<file path="src/rtl/cnm_pkg.sv">
package cnm_pkg;

  localparam int MAX_NODES   = 1024;
  localparam int ADDR_W      = $clog2(MAX_NODES);
  localparam int CNT_W       = $clog2(MAX_NODES + 1);
  localparam int ID_W        = 24;
  localparam int COORD_W     = 32;
  localparam int TOL_W       = 31;
  localparam int CMP_W       = COORD_W + 2;
  localparam int QUEUE_DEPTH = 2;
  localparam int QPTR_W      = $clog2(QUEUE_DEPTH);

  localparam logic [TOL_W-1:0] TOL_RESET = TOL_W'(1);

  typedef struct packed {
    logic                      first_of_set;
    logic [ID_W-1:0]           node_id;
    logic signed [COORD_W-1:0] x_coord;
    logic signed [COORD_W-1:0] y_coord;
    logic                      excluded;
  } in_t;

  typedef struct packed {
    logic [ID_W-1:0] merge_to_id;
    logic            store_full;
  } out_t;

  typedef struct packed {
    logic                      clear;
    logic                      eligible;
    logic [ID_W-1:0]           node_id;
    logic signed [COORD_W-1:0] x_coord;
    logic signed [COORD_W-1:0] y_coord;
  } cmd_t;

  typedef struct packed {
    logic [ID_W-1:0]           node_id;
    logic signed [COORD_W-1:0] x_coord;
    logic signed [COORD_W-1:0] y_coord;
  } node_t;

  typedef enum logic [1:0] {
    ST_IDLE,
    ST_SCAN,
    ST_FINISH
  } state_t;

endpackage

</file>
<file path="src/rtl/cnm_front.sv">
module cnm_front import cnm_pkg::*; (
  input  logic clk,
  input  logic rst_n,
  input  logic in_valid,
  output logic in_stall,
  input  in_t  in_data,
  output logic q_valid,
  output cmd_t q_cmd,
  input  logic q_pop
);

  cmd_t              slot_r [QUEUE_DEPTH];
  logic [QPTR_W-1:0] wr_ptr_r, wr_ptr_nxt;
  logic [QPTR_W-1:0] rd_ptr_r, rd_ptr_nxt;
  logic [QPTR_W:0]   fill_r, fill_nxt;
  logic              push;
  cmd_t              cmd_in;

  // classify
  always_comb begin
    cmd_in.clear    = in_data.first_of_set;
    cmd_in.eligible = !in_data.excluded && (in_data.node_id != '0);
    cmd_in.node_id  = in_data.node_id;
    cmd_in.x_coord  = in_data.x_coord;
    cmd_in.y_coord  = in_data.y_coord;
  end

  assign in_stall = (fill_r == (QPTR_W+1)'(QUEUE_DEPTH));
  assign push     = in_valid && !in_stall;
  assign q_valid  = (fill_r != '0);
  assign q_cmd    = slot_r[rd_ptr_r];

  always_comb begin
    wr_ptr_nxt = push ? wr_ptr_r + 1'b1 : wr_ptr_r;
    rd_ptr_nxt = q_pop ? rd_ptr_r + 1'b1 : rd_ptr_r;
    fill_nxt   = fill_r;
    if (push && !q_pop) begin
      fill_nxt = fill_r + 1'b1;
    end else if (!push && q_pop) begin
      fill_nxt = fill_r - 1'b1;
    end
  end

  always_ff @(posedge clk) begin
    if (!rst_n) begin
      wr_ptr_r <= '0;
      rd_ptr_r <= '0;
      fill_r   <= '0;
    end else begin
      wr_ptr_r <= wr_ptr_nxt;
      rd_ptr_r <= rd_ptr_nxt;
      fill_r   <= fill_nxt;
    end
  end

  always_ff @(posedge clk) begin
    if (push) begin
      slot_r[wr_ptr_r] <= cmd_in;
    end
  end

endmodule

</file>
<file path="config.mk">
export PLATFORM = sky130hd
export DESIGN_NAME = cnm_front
export DESIGN_NICKNAME = d
export VERILOG_FILES = /design/src/rtl/cnm_pkg.sv /design/src/rtl/cnm_front.sv
export SDC_FILE = /design/constraint.sdc
export NUM_CORES = 1
export LEC_CHECK = 0
export ABC_CLOCK_PERIOD_IN_PS = 16100
export BUFFER_PORTS_ARGS = -buffer_cell sky130_fd_sc_hd__clkbuf_2
export CELL_PAD_IN_SITES_DETAIL_PLACEMENT = 1
export CELL_PAD_IN_SITES_GLOBAL_PLACEMENT = 1
export CORE_MARGIN = 1.5
export CORE_UTILIZATION = 25
export CTS_CLUSTER_DIAMETER = 200
export DETAILED_ROUTE_END_ITERATION = 16
export HOLD_SLACK_MARGIN = 0.06
export PLACE_DENSITY_LB_ADDON = 0.1
export SLEW_MARGIN = 20
export SYNTH_ARGS = -nofsm -noshare
export SYNTH_HDL_FRONTEND = slang
export SYNTH_SLANG_ARGS = --single-unit
</file>
<file path="constraint.sdc">
create_clock -name clk -period 16.1 [get_ports clk]
set_input_delay 3.22 -clock clk [delete_from_list [all_inputs] [get_ports clk]]
set_output_delay 3.22 -clock clk [all_outputs]
set_load 0.1 [all_outputs]
</file>
==> flow_metrics.env <==
export IMPL_synth_nets=409
export IMPL_htree_levels=4
export IMPL_grt_setup_unrepaired="no"
export IMPL_core_area_um2=26900
export IMPL_cp_max_fo=75
export IMPL_cts_made_buffers=17
export IMPL_ys_seq_elements=185
export IMPL_num_rows=60
export IMPL_fin_total_pwr_w=0.00140
export IMPL_io_buffer_count=185
export IMPL_final_net_count=607
export IMPL_combinationalPowerShare_pct=27.9
export IMPL_grt_ovfl_total=0
export IMPL_start_kind="flop"
export IMPL_grt_usage_pct=11.2
export IMPL_min_from="rd_ptr_r"
export IMPL_root_buffer="clkbuf_16"
export IMPL_yosys_most_used_dff="edfxtp_1"
export IMPL_avgViaCountPerCell=4.10
export IMPL_p_leak_nw=3.22
export IMPL_grt_pass1_vias=4039
export IMPL_async_flop_share_pct=0
export IMPL_finalCriticalPeriod_ns=5.65
export IMPL_hold_path_class="reg -> reg"
export IMPL_arrival_ns=2.43
export IMPL_vias=3551
export IMPL_finalHoldViolCount=0
export IMPL_initial_utilization_pct=25.3
export IMPL_drc_errors=0
export IMPL_setup_viol=0
export IMPL_maxSlewHeadroom_pct=46.6
export IMPL_tns_ns=0
export IMPL_clock_path_buffers=2
export IMPL_p_switching_w=0.000535
export IMPL_fin_crit_sh_pct=35.1
export IMPL_cts_hold_buf=0
export IMPL_maxCapViolations=0
export IMPL_io_pins=186
export IMPL_yosysTopAreaCell="edfxtp_1"
export IMPL_max_freq_mhz=177
export IMPL_synth_area_leaders="edfxtp_1 79%, mux2_1 15%, buf_6 1.5%"
export IMPL_synth_area_um2=6810
export IMPL_r2r_start="fill_r[0]"
export IMPL_p_seq_share_pct=42.6
export IMPL_slew_violations=0
export IMPL_max_stage_delay_ns=0.65
export IMPL_crit_buf_inv=2
export IMPL_wire_per_inst_um=17.4
export IMPL_p_clk_share_pct=29.5
export IMPL_clock_skew_final_ns=0.0104
export IMPL_crit_type="reg -> out"
export IMPL_areaGrowthSynthToFinish_pct=27.3
export IMPL_antenna_found_initial=0
export IMPL_drt_iter0_drc=143
export IMPL_dp_hpwl_mm=9.65
export IMPL_cp_required_ns=12.88
export IMPL_power_internal_w=0.000860
export IMPL_path_clk_slew_ns=0.07
export IMPL_ant_nets=0
export IMPL_post_cts_buffers=0
export IMPL_yosysMostFrequentCell="edfxtp_1"
export IMPL_die_w_um=168
export IMPL_gp_congestion=0.660
export IMPL_grt_pass1_wl_mm=23.4
export IMPL_cts_tree="built"
export IMPL_layout_setup_ws_ns=10.45
export IMPL_die_area_um2=28200
export IMPL_grt_max_degree=76
export IMPL_ys_warn_count=0
export IMPL_clk_latency_ns=0.42
export IMPL_worstPathCellList="buf_6 > mux2_1 > clkbuf_2"
export IMPL_clock_sinks=185
export IMPL_drt_wl_total_mm=15.0
export IMPL_switching_share_pct=38.3
export IMPL_synth_edf_count=180
export IMPL_cts_resized=0
export IMPL_yosysUniqueCellTypes=23
export IMPL_first_pass_iters=4
export IMPL_yosysSeqAreaShare_pct=80.9
export IMPL_die_y_um=168
export IMPL_dp_worst_setup_slack_ns=10.82
export IMPL_worst_setup_path_end_kind="primary output"
export IMPL_synthTopCellsByCount="180 x edfxtp_1, 90 x mux2_1, 9 x buf_6"
export IMPL_crit_path_top_delay_cell="buf_6"
export IMPL_ir_drop_mv=0.0567
export IMPL_avgSynthCellArea_um2=21.7
export IMPL_tightest_slew_ns=0.801
export IMPL_run_status="completed"
export IMPL_crit_family="buffers and inverters"
export IMPL_synth_top_area_share_pct=79.4
export IMPL_num_antenna_cells=0
export IMPL_power_density_nw_per_um2=161
export IMPL_syn_inst=314
export IMPL_drive_gt1_share_pct=42.5
-- placed cells by master, fill, tap and decap left out, types with 2 or more instances in the layout --
master	count
clkbuf_2	185
edfxtp_1	180
mux2_1	90
clkbuf_16	17
nor4_1	6
inv_6	5
nor2_1	4
dfxtp_1	4
inv_1	3
inv_8	3
buf_4	3
xor2_1	2
clkbuf_1	2
clkinvlp_4	2
-- layout make-up --
type	count	area [um2]
clock buffers	19	433
clock inverters	13	135
fillers	2792	18200
inverters	4	15.0
multi-input cells	115	1190
flip-flops and latches	185	5510
well taps	341	427
repair buffers	189	960
-- layer usage --
| metal | GRT usage [%] | wire (um) | share of wire (%) |
|---|---|---|---|
| met1 | 13.5 | 6520 | 43 |
| met2 | 19.0 | 7510 | 50 |
| met3 | 3.31 | 821 | 5.5 |
| met4 | 4.00 | 201 | 1.3 |
| met5 | 0 | 0 | 0 |
-- cell families (layout without fill, tap and decap cells) --
logic type	after synthesis	after routing	synth area share, %
buf+inv	14	225	1.82
mux	90	90	14.9
simple gates	16	16	1.42
xor+xnor	3	3	0.386
compound gates	5	5	0.459
flops	185	185	80.9
fa+ha+maj	1	1	0.184
-- worst register-to-register path: cells and delay by family, from the launching register on --
kind                   cells  cell delay (ns)
and+or+nand+nor            2             0.83
DFF                        1             0.39
buffers and inverters      1             0.70
-- stage by stage --
stage | hold WS [ns] | cell area, um2 | std cells | utilization [%]
floorplan | 0.467 | 6810 | 314 | -
global placement | 0.483 | 8100 | 834 | 30.1
detailed placement | 0.511 | 8100 | 834 | 30.1
CTS | 0.528 | 8670 | 866 | 32.3
global route | 0.574 | 8670 | 866 | 32.3
finish | 0.521 | 8670 | 866 | 32.3
-- power groups by stage --
stage | sequential, W | combinational (W) | clock [W]
after floorplan | 0.000606 | 0.000329 | 0
after global routing | 0.000600 | 0.000405 | 0.000445
final | 0.000595 | 0.000389 | 0.000411
after CTS | 0.000596 | 0.000396 | 0.000429
after global placement | 0.000604 | 0.000393 | 0
after detailed placement | 0.000606 | 0.000395 | 0
-- sequential cells by signal, summed over array words and instances (netlist names), named ones only --
| name | count |
|---|---|
| wr_ptr_r | 1 |
| slot_r | 180 |
| fill_r | 2 |
| rd_ptr_r | 1 |
-- path summary, 6_finish.rpt --
kind | depth (start not counted) | endpoint | slack, ns
worst min-delay path | 2 | rd_ptr_r | 0.52
worst min register to register | 2 | rd_ptr_r | 0.52
worst max register to register | 3 | slot_r[1][59] | 13.80
worst max-delay path | 3 | q_cmd[89] | 10.45
(Power assumes the default switching activity.)
